[src/hw/rtl/itpt_pkg.sv]
// Shared types, constants and helper functions for the integer-to-text formatter.
package itpt_pkg;

	// Default internal text buffer size, including the unused terminator slot.
	localparam int ITPT_BUF_SIZE = 16;

	// Upper bound on characters emitted for one number.
	localparam int MAX_CHARS = 15;

	// Reciprocal of ten for a 32-bit dividend: q = (x * DEC_RECIP) >> DEC_SHIFT.
	localparam logic [31:0] DEC_RECIP = 32'hCCCC_CCCD;
	localparam int DEC_SHIFT = 35;

	// Offset from the character after '9' up to 'A'.
	localparam logic [7:0] HEX_GAP = 8'd7;

	// Fixed characters.
	localparam logic [7:0] CHAR_ZERO  = 8'h30;
	localparam logic [7:0] CHAR_NINE  = 8'h39;
	localparam logic [7:0] CHAR_SPACE = 8'h20;
	localparam logic [7:0] CHAR_MINUS = 8'h2D;

	// One number to format.
	typedef struct packed {
		logic [31:0] value;
		logic        is_hex;
		logic        is_signed;
		logic [3:0]  min_width;
		logic        zero_pad;
	} num_item_t;

	// One emitted character.
	typedef struct packed {
		logic [7:0] out_char;
		logic       last;
	} txt_item_t;

	// Sequencer states.
	typedef enum logic [1:0] {
		ST_IDLE,
		ST_MUL,
		ST_DIG,
		ST_EMIT
	} itpt_state_t;

	// Converts a digit value to its uppercase ASCII character.
	function automatic logic [7:0] digit_char(input logic [3:0] d);
		logic [7:0] ch;
		ch = {4'h0, d} + CHAR_ZERO;
		if (ch > CHAR_NINE) begin
			ch = ch + HEX_GAP;
		end
		return ch;
	endfunction

endpackage

[src/hw/rtl/itpt_digit_unit.sv]
// Shared digit extraction unit: divides by ten or sixteen, one digit per step.
module itpt_digit_unit
	import itpt_pkg::*;
(
	input  logic        clk,
	input  logic [31:0] operand,
	input  logic        is_hex,
	output logic [31:0] quot,
	output logic [3:0]  rem
);

	logic [63:0] prod_s1;
	logic [31:0] dec_quot;
	logic [31:0] dec_times10;
	logic [31:0] dec_rem;

	// The reciprocal product is registered; the operand must hold for one more cycle.
	always_ff @(posedge clk) begin
		prod_s1 <= {32'h0, operand} * {32'h0, DEC_RECIP};
	end

	// Decimal quotient and remainder from the registered product.
	always_comb begin
		dec_quot    = 32'(prod_s1[63:DEC_SHIFT]);
		dec_times10 = (dec_quot << 3) + (dec_quot << 1);
		dec_rem     = operand - dec_times10;
	end

	// Hex needs only a shift and a mask.
	always_comb begin
		if (is_hex) begin
			quot = operand >> 4;
			rem  = operand[3:0];
		end else begin
			quot = dec_quot;
			rem  = dec_rem[3:0];
		end
	end

endmodule

[src/hw/rtl/integer_to_padded_text.sv]
// Top level of the integer-to-text formatter: sequencer, digit store and output register.
//
//  Channel | Direction | Handshake            | Payload
//  num     | in        | num_valid/num_stall  | num_item_t (value, radix, sign, width, pad)
//  txt     | out       | txt_valid/txt_stall  | txt_item_t (out_char, last)
//
// A number is accepted in the idle state. Each digit then takes a multiply step and a remainder
// step in the shared digit unit, and the characters are then emitted one per cycle while txt
// is not stalled.
// Reset clears the sequencer and the output valid; payload registers are not reset.
// A stall on txt holds the current character; num is stalled until the last
// character has been loaded into the output register.
module integer_to_padded_text
	import itpt_pkg::*;
#(
	parameter int BUF_SIZE = ITPT_BUF_SIZE
) (
	input  logic      clk,
	input  logic      arst_n,
	input  logic      num_valid,
	output logic      num_stall,
	input  num_item_t num,
	output logic      txt_valid,
	input  logic      txt_stall,
	output txt_item_t txt
);

	localparam int DEPTH = BUF_SIZE - 1;
	localparam int CW    = $clog2(BUF_SIZE);
	localparam int IW    = $clog2(DEPTH);

	itpt_state_t state_q, state_d;

	logic [31:0]   val_q;
	logic          hex_q;
	logic          neg_q;
	logic          zpad_q;
	logic [3:0]    width_q;
	logic [CW-1:0] ndig_q;
	logic [CW-1:0] k_q;
	logic [3:0]    dig_q [DEPTH];
	logic          txt_valid_q;
	txt_item_t     txt_q;

	logic [31:0]   quot;
	logic [3:0]    rem;
	logic          accept;
	logic          in_neg;
	logic          dig_done;
	logic          out_free;
	logic          load_char;
	logic          sign_fit;
	logic [CW-1:0] len;
	logic [CW-1:0] wclip;
	logic [CW-1:0] total;
	logic [CW-1:0] nchars;
	logic [CW-1:0] pad_cnt;
	logic [CW-1:0] ridx;
	logic [7:0]    cur_char;
	logic          cur_last;

	itpt_digit_unit u_digit (
		.clk     (clk),
		.operand (val_q),
		.is_hex  (hex_q),
		.quot    (quot),
		.rem     (rem)
	);

	// Handshake decode.
	always_comb begin
		num_stall = (state_q != ST_IDLE);
		accept    = num_valid && (state_q == ST_IDLE);
		in_neg    = !num.is_hex && num.is_signed && num.value[31];
		dig_done  = (quot == 32'h0) || (ndig_q + CW'(1) == CW'(DEPTH));
		out_free  = !txt_valid_q || !txt_stall;
	end

	// Field layout: padding, then the sign, then the digits.
	always_comb begin
		sign_fit = neg_q && (ndig_q != CW'(DEPTH));
		len      = ndig_q + CW'(sign_fit);
		wclip    = (CW'(width_q) > CW'(DEPTH)) ? CW'(DEPTH) : CW'(width_q);
		total    = (len > wclip) ? len : wclip;
		nchars   = (total > CW'(MAX_CHARS)) ? CW'(MAX_CHARS) : total;
		pad_cnt  = total - len;
		ridx     = total - CW'(1) - k_q;
		cur_last = (k_q + CW'(1) == nchars);
		if (k_q < pad_cnt) begin
			cur_char = zpad_q ? CHAR_ZERO : CHAR_SPACE;
		end else if (sign_fit && (k_q == pad_cnt)) begin
			cur_char = CHAR_MINUS;
		end else begin
			cur_char = digit_char(dig_q[ridx[IW-1:0]]);
		end
	end

	// Next state and character load.
	always_comb begin
		state_d   = state_q;
		load_char = 1'b0;
		unique case (state_q)
			ST_IDLE: begin
				if (accept) begin
					state_d = ST_MUL;
				end
			end
			ST_MUL: begin
				state_d = ST_DIG;
			end
			ST_DIG: begin
				state_d = dig_done ? ST_EMIT : ST_MUL;
			end
			ST_EMIT: begin
				if (out_free) begin
					load_char = 1'b1;
					if (cur_last) begin
						state_d = ST_IDLE;
					end
				end
			end
			default: begin
				state_d = ST_IDLE;
			end
		endcase
	end

	// State register.
	always_ff @(posedge clk or negedge arst_n) begin
		if (!arst_n) begin
			state_q <= ST_IDLE;
		end else begin
			state_q <= state_d;
		end
	end

	// Operand, options and counters.
	always_ff @(posedge clk or negedge arst_n) begin
		if (!arst_n) begin
			ndig_q <= '0;
			k_q    <= '0;
		end else begin
			if (accept) begin
				ndig_q <= '0;
				k_q    <= '0;
			end else if (state_q == ST_DIG) begin
				ndig_q <= ndig_q + CW'(1);
			end else if (load_char) begin
				k_q <= k_q + CW'(1);
			end
		end
	end

	always_ff @(posedge clk) begin
		if (accept) begin
			val_q   <= in_neg ? (32'h0 - num.value) : num.value;
			hex_q   <= num.is_hex;
			neg_q   <= in_neg;
			zpad_q  <= num.zero_pad;
			width_q <= num.min_width;
		end else if (state_q == ST_DIG) begin
			val_q <= quot;
		end
	end

	// Digit store, least significant digit at index zero.
	always_ff @(posedge clk) begin
		if (state_q == ST_DIG) begin
			dig_q[ndig_q[IW-1:0]] <= rem;
		end
	end

	// Output register.
	always_ff @(posedge clk or negedge arst_n) begin
		if (!arst_n) begin
			txt_valid_q <= 1'b0;
		end else if (load_char) begin
			txt_valid_q <= 1'b1;
		end else if (!txt_stall) begin
			txt_valid_q <= 1'b0;
		end
	end

	always_ff @(posedge clk) begin
		if (load_char) begin
			txt_q.out_char <= cur_char;
			txt_q.last     <= cur_last;
		end
	end

	assign txt_valid = txt_valid_q;
	assign txt       = txt_q;

endmodule

[config.mk]
export PLATFORM = sky130hd
export DESIGN_NAME = integer_to_padded_text
export DESIGN_NICKNAME = d
export VERILOG_FILES = /design/src/hw/rtl/itpt_pkg.sv /design/src/hw/rtl/itpt_digit_unit.sv /design/src/hw/rtl/integer_to_padded_text.sv
export SDC_FILE = /design/constraint.sdc
export NUM_CORES = 1
export LEC_CHECK = 0
export ABC_CLOCK_PERIOD_IN_PS = 21700
export BUFFER_PORTS_ARGS = -buffer_cell sky130_fd_sc_hd__buf_2
export CAP_MARGIN = 20
export CORE_UTILIZATION = 65
export CTS_CLUSTER_SIZE = 20
export DETAILED_ROUTE_END_ITERATION = 10
export PLACE_DENSITY_LB_ADDON = 0.1
export SYNTH_ARGS = -nofsm -noshare
export SYNTH_HDL_FRONTEND = slang
export SYNTH_SLANG_ARGS = --single-unit
[constraint.sdc]
create_clock -name clk -period 21.7 [get_ports clk]
set_clock_uncertainty 0.15 [all_clocks]
set_input_delay 4.34 -clock clk [delete_from_list [all_inputs] [get_ports clk]]
set_output_delay 4.34 -clock clk [all_outputs]
set_load 0.05 [all_outputs]
==> results of run 1 <==
-- tightest hold or removal path, delay by kind of cell (launching register included) --
family / cells / cell delay (ns)
flip-flops: 1 / 0.34
AND/OR/NAND/NOR: 2 / 0.17
-- cell type report --
type,instances,area (sq um),share of cell area (%)
Multi-Input combinational cell,1528,17570,69.62
Timing Repair Buffer,63,342.8,1.358
Clock buffer,18,429.2,1.700
Clock inverter,14,150.1,0.5948
Sequential cell,147,4069,16.12
Tap cell,461,576.8,2.285
Inverter,558,2095,8.297
Antenna cell,3,7.507,0.02974
-- per-layer routing --
layer | track usage [%] | part of all wire (%) | vias up
met5 | 0 | 0.086 | -
li1 | - | - | 7447
met3 | 8.610 | 8.4 | 164
met1 | 50.53 | 40 | 8383
met4 | 16.24 | 4.7 | 4
met2 | 61.14 | 46 | 732
-- final timing paths --
path                                        to  cells after the start  slack (ns)
max                        u_digit.prod_s1[59]                     25       13.39
min                                  txt_valid                      2        0.39
max reg2reg                u_digit.prod_s1[59]                     25       13.39
min reg2reg                          txt_valid                      2        0.39
max in group asynchronous            ndig_q[0]                      1       17.55
min in group asynchronous            txt_valid                      1        3.63
-- cell families after synthesis --
kind of cell | share of synthesized area [%]
DFF | 17.03
muxes | 3.043
AOI/OAI and AO/OA | 7.359
other | 0.01570
xor gates and xnor gates | 4.599
buffers and inverters | 9.402
adders and majority gates | 52.26
and+or+nand+nor | 6.285
-- Yosys cell counts (all sizes together), types with 21 or more instances --
library cell,count,area [sq um]
a21o,39,292.8
a21oi,103,515.5
and2,24,150.1
clkbuf,29,108.9
dfxtp,29,580.6
edfxtp,107,3213
fa,388,7767
ha,377,4717
inv,558,2095
mux2i,40,400.4
nand2,83,311.6
nand3,21,105.1
nor2,67,251.5
o21ai,64,320.3
xnor2,59,524.3
xor2,63,551.8
-- registers in the layout (all words and copies together) (netlist names) --
register         flops
width_q              4
state_q              2
u_digit.prod_s1     29
hex_q                1
ndig_q               4
k_q                  4
txt_valid            1
neg_q                1
txt                  8
val_q               32
zpad_q               1
dig_q               60
-- through the flow --
| step | hold WS [ns] | cells |
|---|---|---|
| after global placement | 0.3579 | 2756 |
| after global routing | 0.4190 | 2789 |
| after detailed placement | 0.3682 | 2756 |
| after floorplan | 0.3367 | 2269 |
| after CTS | 0.3850 | 2788 |
| final | 0.3861 | 2792 |
==> run summary, run 1 <==
post-cts gate resize count - 0
# setup viols final - 0
Total GRT Usage - 38.27%
warnings from Yosys - 0
starting density of the core - 66.67%
DP HPWL - 59050 um
Post-Place Worst Slack - 13.37 ns
Setup TNS - 0 ns
DIE WIDTH - 193.7 um
CP arrival - 8.50 ns
area grow syn2layout - 5.673%
Ports - 54
vias after detailed routing - 16730
Worst path most repeated cell - fa_1
Max stage delay on crit path - 0.79 ns
slew margin rel. - 30.42%
buffers added on ports - 52
H-tree levels - 4
First DRT Iteration DRCs - 1306
Async SR Flop Fraction - 7.483%
post-synthesis register bit count - 147
status - finished, final reports clean
Critical R2R Launch - val_q[18]
HP Class - register to register
Avg Vias per Cell - 5.992
Mapped Nets - 3077
Post-Syn Area - 0.02389 sq mm
max-slew violations - 0
layout cell share with drive strength beyond 1 - 5.155%
fin crit share - 38.30%
RSZ-0062 raised after global routing - false
CP Capture Type - register
crit path buf inv count - 7
Peak Freq - 120.3 MHz
critical-path maximum fanout - 6
final wirelength - 67360 um
commonest non-fill, non-tap cell in the layout - inv_1
largest net degree at the start of global routing - 44
# fillers - 2700
Critical path origin - val_q[18]
Setup WS post-layout - 13.39 ns
first-pass GRT wire length - 106500 um
Setup CP Type - register to register
post-layout util - 70.46%
Clk Latency, worst-skew pair - 0.43 ns
cts hold-fix bufs - 0
initial antenna violation count - 6
CTS max path bufs - 2
root buf cell - clkbuf_16
Hold Fails Final Rpt - 0
WL per Instance - 24.13 um
Setup Fix Bufs, Post-CTS - 0
maximum capacitance violations - 0
Top delay family on crit path - adder cells
Worst path slowest cell - o41ai_2
predominant post-synthesis flop cell - edfxtp_1
CTS sink cnt - 147
Antenna Violating Nets Remaining - 0
Final Cell Area - 0.02524 sq mm
vias in the first global route - 18250
CTS tree - built
number of synthesized flops with an enable pin - 107
Overflow after GRT - 0
slew at the pin closest to its max-slew limit - 1.036 ns
sequential fraction of the synthesis area - 17.03%
Layout Nets - 3123
Syn Inst Count - 2269
Remaining DRCs - 0
RePlAce Congestion - 1.032
hold wc startpoint - txt_valid
# rows - 69
number of buffers created by CTS - 17
die area - 0.03752 sq mm
placed cell area - 0.02465 sq mm
worst path required time - 21.89 ns
die height - 193.7 um
post-synth cell types - 66
crit path time final - 8.312 ns
Mean Syn Cell Area - 10.53 sq um
Clock transition at path regs - 0.07 ns
most frequent cells in the layout - inv_1 (558), fa_1 (388), ha_1 (377), edfxtp_1 (107), a21oi_1 (103)
startpoint types - register
drt pass-1 iters - 5
Core Area - 0.03583 sq mm
Power of run 1 is left out: the tool's default activity adds up to more than one toggle a clock period on the data nets, which glitch-free logic cannot reach.
==> inputs of run 2 (changes only) <==
--- a/config.mk
+++ b/config.mk
@@ -5,10 +5,10 @@
 export SDC_FILE = /design/constraint.sdc
 export NUM_CORES = 1
 export LEC_CHECK = 0
-export ABC_CLOCK_PERIOD_IN_PS = 21700
+export ABC_CLOCK_PERIOD_IN_PS = 7000
 export BUFFER_PORTS_ARGS = -buffer_cell sky130_fd_sc_hd__buf_2
 export CAP_MARGIN = 20
-export CORE_UTILIZATION = 65
+export CORE_UTILIZATION = 60
 export CTS_CLUSTER_SIZE = 20
 export DETAILED_ROUTE_END_ITERATION = 10
 export PLACE_DENSITY_LB_ADDON = 0.1
==> constraint.sdc (replaced) <==
create_clock -name clk -period 7 [get_ports clk]
set_clock_uncertainty 0.15 [all_clocks]
set_input_delay 1.4 -clock clk [delete_from_list [all_inputs] [get_ports clk]]
set_output_delay 1.4 -clock clk [all_outputs]
set_load 0.05 [all_outputs]
==> run summary, run 2 (synthesized netlist as in run 1, its figures left out) <==
CP arrival - 7.51 ns
r2r setup slk - -0.35 ns
buffers added on ports - 52
CTS tree - built
largest net degree at the start of global routing - 44
layout cell share with drive strength beyond 1 - 23.84%
CTS sink cnt - 147
WL per Instance - 23.46 um
RSZ-0062 raised after global routing - true
Ports - 54
CTS max path bufs - 2
Setup CP Type - register to register
final wirelength - 75390 um
max FFs per register - 60
crit path to - u_digit.prod_s1[57]
failing checks - negative setup slack
H-tree levels - 4
Antenna Violating Nets Remaining - 0
die height - 201.5 um
Clk Latency, worst-skew pair - 0.44 ns
starting density of the core - 61.38%
HP Class - register to register
Remaining DRCs - 0
maximum capacitance violations - 0
# setup viols final - 18
most frequent cells in the layout - inv_1 (535), fa_1 (375), buf_4 (354), ha_1 (336), edfxtp_1 (107)
Core Area - 0.03892 sq mm
FF-to-FF End - u_digit.prod_s1[57]
die area - 0.04061 sq mm
vias in the first global route - 19730
first-pass GRT wire length - 115000 um
Avg Vias per Cell - 5.705
fin crit share - 105.0%
commonest non-fill, non-tap cell in the layout - inv_1
startpoint types - register
crit path time final - 7.347 ns
worst path required time - 7.16 ns
Critical path origin - val_q[9]
critical-path maximum fanout - 4
First DRT Iteration DRCs - 1342
R2R cell count - 22
Clock transition at path regs - 0.06 ns
Total GRT Usage - 38.63%
root buf cell - clkbuf_16
Layout Nets - 3488
slew margin rel. - 24.41%
Hold Fails Final Rpt - 0
max-slew violations - 0
vias after detailed routing - 18340
RePlAce Congestion - 1.081
Overflow after GRT - 0
DIE WIDTH - 201.5 um
Final Cell Area - 0.02930 sq mm
area grow syn2layout - 22.64%
Critical R2R Launch - val_q[9]
cts hold-fix bufs - 0
drt pass-1 iters - 6
CP Capture Type - register
status - complete, but fails checks
# rows - 72
initial antenna violation count - 5
slew at the pin closest to its max-slew limit - 1.130 ns
placed cell area - 0.02727 sq mm
Setup WS post-layout - -0.3468 ns
number of buffers created by CTS - 17
Peak Freq - 136.1 MHz
DP HPWL - 64930 um
-- run 2: changes by cell type in the layout (fill, tap and decap cells not counted), moves of 13 or more --
cell / before / now
a21oi_1: 103 / 87
buf_4: 11 / 354
buf_6: 0 / 21
fa_1: 388 / 375
fa_2: 0 / 13
ha_1: 377 / 336
ha_4: 0 / 32
inv_1: 558 / 535
inv_2: 0 / 21
-- run 2: worst min-delay path by stage --
stage               cells after the start   endpoint  slack, ns  startpoint
detailed placement                      2  txt_valid       0.37   txt_valid
CTS                                     1     txt[5]       0.39      zpad_q
finish                                  2  txt_valid       0.39   txt_valid
global placement                        1     k_q[0]       0.36      k_q[0]
global route                            1     txt[5]       0.42      zpad_q
floorplan                               1     k_q[0]       0.34      k_q[0]
-- run 2: stage by stage --
step | setup TNS [ns] | util (%) | cells | hold WS (ns) | worst slack (ns)
floorplan | 0 | - | 2269 | 0.3367 | 0.02316
global placement | -6.253 | 70.07 | 3151 | 0.3645 | -0.4778
detailed placement | -7.465 | 70.07 | 3151 | 0.3713 | -0.5151
CTS | -0.8436 | 73.24 | 3197 | 0.3930 | -0.1081
global route | -7.273 | 75.26 | 3211 | 0.4188 | -0.5211
finish | -3.687 | 75.28 | 3214 | 0.3911 | -0.3468
-- run 2: repair_timing --
| action | CTS | global route |
|---|---|---|
| endpoints found under the hold margin | 0 | 0 |
| pin swaps | 46 | 77 |
| endpoints found under the setup margin | 26 | 34 |
| gates resized for setup | 96 | 136 |
| buffers inserted | 17 | 17 |
-- run 2: final cells by class --
type,count,area (sq um)
Antenna cell,3,7.507
Clock buffer,18,429.2
Clock inverter,14,143.9
Fill cell,2696,9620
Inverter,558,2100
Multi-Input combinational cell,1528,18730
Sequential cell,147,4069
Tap cell,518,648.1
Timing Repair Buffer,428,3174
-- run 2: layer usage --
| metal | vias up | share of wire (%) | track usage [%] |
|---|---|---|---|
| met5 | - | 0.038 | 0 |
| met4 | 4 | 5.0 | 16.94 |
| met3 | 203 | 7.9 | 9.459 |
| met2 | 751 | 48 | 62.62 |
| met1 | 9217 | 40 | 49.32 |
| li1 | 8160 | - | - |
-- run 2: critical path, stage by stage, from the launching register on --
cell      delay (ns)
edfxtp_1        0.52
ha_1            0.38
xor2_1          0.18
ha_1            0.21
a21o_1          0.19
fa_1            0.59
inv_1           0.07
fa_1            0.52
inv_1           0.06
fa_1            0.56
fa_1            0.43
fa_1            0.56
fa_1            0.47
ha_4            0.31
nand4_1         0.12
or2_4           0.28
nor4_2          0.26
a31oi_1         0.16
buf_4           0.20
o41ai_4         0.45
and3_1          0.29
a31oi_1         0.12
xnor2_1         0.15
Power of run 2 is left out for the same reason.
==> inputs of run 3 (changes only) <==
--- a/config.mk
+++ b/config.mk
@@ -9,9 +9,11 @@
 export BUFFER_PORTS_ARGS = -buffer_cell sky130_fd_sc_hd__buf_2
 export CAP_MARGIN = 20
 export CORE_UTILIZATION = 60
+export CTS_BUF_LIST = sky130_fd_sc_hd__clkbuf_4
 export CTS_CLUSTER_SIZE = 20
 export DETAILED_ROUTE_END_ITERATION = 10
 export PLACE_DENSITY_LB_ADDON = 0.1
+export SKIP_CTS_REPAIR_TIMING = 1
 export SYNTH_ARGS = -nofsm -noshare
 export SYNTH_HDL_FRONTEND = slang
 export SYNTH_SLANG_ARGS = --single-unit
==> run summary, run 3 (synthesized netlist as in run 1, its figures left out) <==
DIE WIDTH - 201.5 um
number of buffers created by CTS - 17
CTS max path bufs - 2
status - complete, but fails checks
Hold Fails Final Rpt - 0
Worst path slowest cell - edfxtp_1
crit path time final - 7.300 ns
fin crit share - 104.3%
Setup CP Type - register to register
Clk Latency, worst-skew pair - 0.60 ns
crit path buf inv count - 6
vias in the first global route - 19380
vias after detailed routing - 18100
max FFs per register - 60
starting density of the core - 61.38%
slew at the pin closest to its max-slew limit - 1.125 ns
initial antenna violation count - 7
Total GRT Usage - 37.77%
HP Class - register to register
final wirelength - 74460 um
maximum capacitance violations - 0
area grow syn2layout - 20.12%
Setup WS post-layout - -0.3004 ns
Peak Freq - 137.0 MHz
RePlAce Congestion - 1.081
Avg Vias per Cell - 5.638
Non-Filler Instances - 3210
Layout Nets - 3484
worst hold slack - 0.4062 ns
# rows - 72
# fillers - 2794
Core Area - 0.03892 sq mm
Top delay family on crit path - adder cells
Clock transition at path regs - 0.15 ns
Ports - 54
largest net degree at the start of global routing - 44
DP HPWL - 64930 um
RSZ-0062 raised after global routing - true
Worst path most repeated cell - fa_1
layout cell share with drive strength beyond 1 - 22.50%
Max stage delay on crit path - 0.58 ns
Cells after DPL - 3151
startpoint types - register
First DRT Iteration DRCs - 1360
critical-path maximum fanout - 4
CP arrival - 7.67 ns
die area - 0.04061 sq mm
failing checks - negative setup slack
drt pass-1 iters - 6
post-layout util - 73.73%
root buf cell - clkbuf_4
most frequent cells in the layout - inv_1 (547), fa_1 (378), buf_4 (358), ha_1 (347), edfxtp_1 (107)
Post-Place Worst Slack - -0.5151 ns
Remaining DRCs - 0
worst path required time - 7.37 ns
worst-path cell chain - ha_4, clkinvlp_4, fa_1, inv_2, fa_1, inv_2, fa_1, inv_2, fa_1, fa_1, fa_1, fa_1, ha_4, a21oi_2, o211ai_1, nand3_2, o311ai_2, a31oi_1, buf_4, o41ai_4, buf_4, a21oi_2, o21ai_1, xor2_1
CTS sink cnt - 147
buffers added on ports - 52
die height - 201.5 um
first-pass GRT wire length - 113200 um
commonest non-fill, non-tap cell in the layout - inv_1
max-slew violations - 0
# setup viols final - 19
H-tree levels - 4
WL per Instance - 23.20 um
Overflow after GRT - 0
CTS tree - built
CP Capture Type - register
slew margin rel. - 24.76%
Antenna Violating Nets Remaining - 0
==> run 3: cell count changes in the layout (fill, tap and decap cells not counted), moves of 5 or more <==
| cell | before | now |
|---|---|---|
| ha_4 | 32 | 25 |
| clkbuf_4 | 0 | 18 |
| ha_1 | 336 | 347 |
| clkbuf_16 | 17 | 0 |
| inv_2 | 21 | 10 |
| buf_6 | 21 | 13 |
| inv_1 | 535 | 547 |
| a21oi_2 | 9 | 14 |
==> run 3: final cells by class <==
| type | count | area, sq um | area share [%] |
|---|---|---|---|
| flip-flops and latches | 147 | 4069 | 14.18 |
| inverters | 558 | 2098 | 7.313 |
| repair buffers | 424 | 3114 | 10.85 |
| clock inverters | 14 | 143.9 | 0.5015 |
| clock buffers | 18 | 135.1 | 0.4709 |
| multi-input cells | 1528 | 18480 | 64.40 |
| well taps | 518 | 648.1 | 2.259 |
| diodes | 3 | 7.507 | 0.02616 |
==> run 3: layer usage <==
| layer | up-vias | wire length, um | track usage [%] |
|---|---|---|---|
| li1 | 8145 | - | - |
| met1 | 9089 | 29790 | 49.66 |
| met2 | 678 | 35330 | 61.69 |
| met3 | 183 | 5737 | 8.034 |
| met4 | 4 | 3565 | 14.04 |
| met5 | - | 29 | 0 |
==> run 3: final timing paths <==
check                           from             endpoint  slack, ns  cells past startpoint
min                        txt_valid            txt_valid       0.41                      2
max                        val_q[15]  u_digit.prod_s1[58]      -0.30                     24
min reg2reg                txt_valid            txt_valid       0.41                      2
min in group asynchronous     arst_n               k_q[0]       0.50                      1
max reg2reg                val_q[15]  u_digit.prod_s1[58]      -0.30                     24
max in group asynchronous     arst_n            ndig_q[3]       5.97                      1
==> run 3: worst min-delay path, stage by stage (launching register included) <==
cell,delay (ns)
dfrtp_1,0.38
nand2_1,0.09
nand2_1,0.07
==> run 3: through the flow <==
| stage | cell area [sq um] | setup TNS, ns |
|---|---|---|
| 2_1_floorplan | 23890 | 0 |
| 6_report | 28690 | -3.563 |
| 3_5_place_dp | 27270 | -7.465 |
| 4_1_cts | 27550 | -9.097 |
| 5_1_grt | 28690 | -8.666 |
| 3_3_place_gp | 27270 | -6.253 |
Power of run 3 is left out for the same reason.
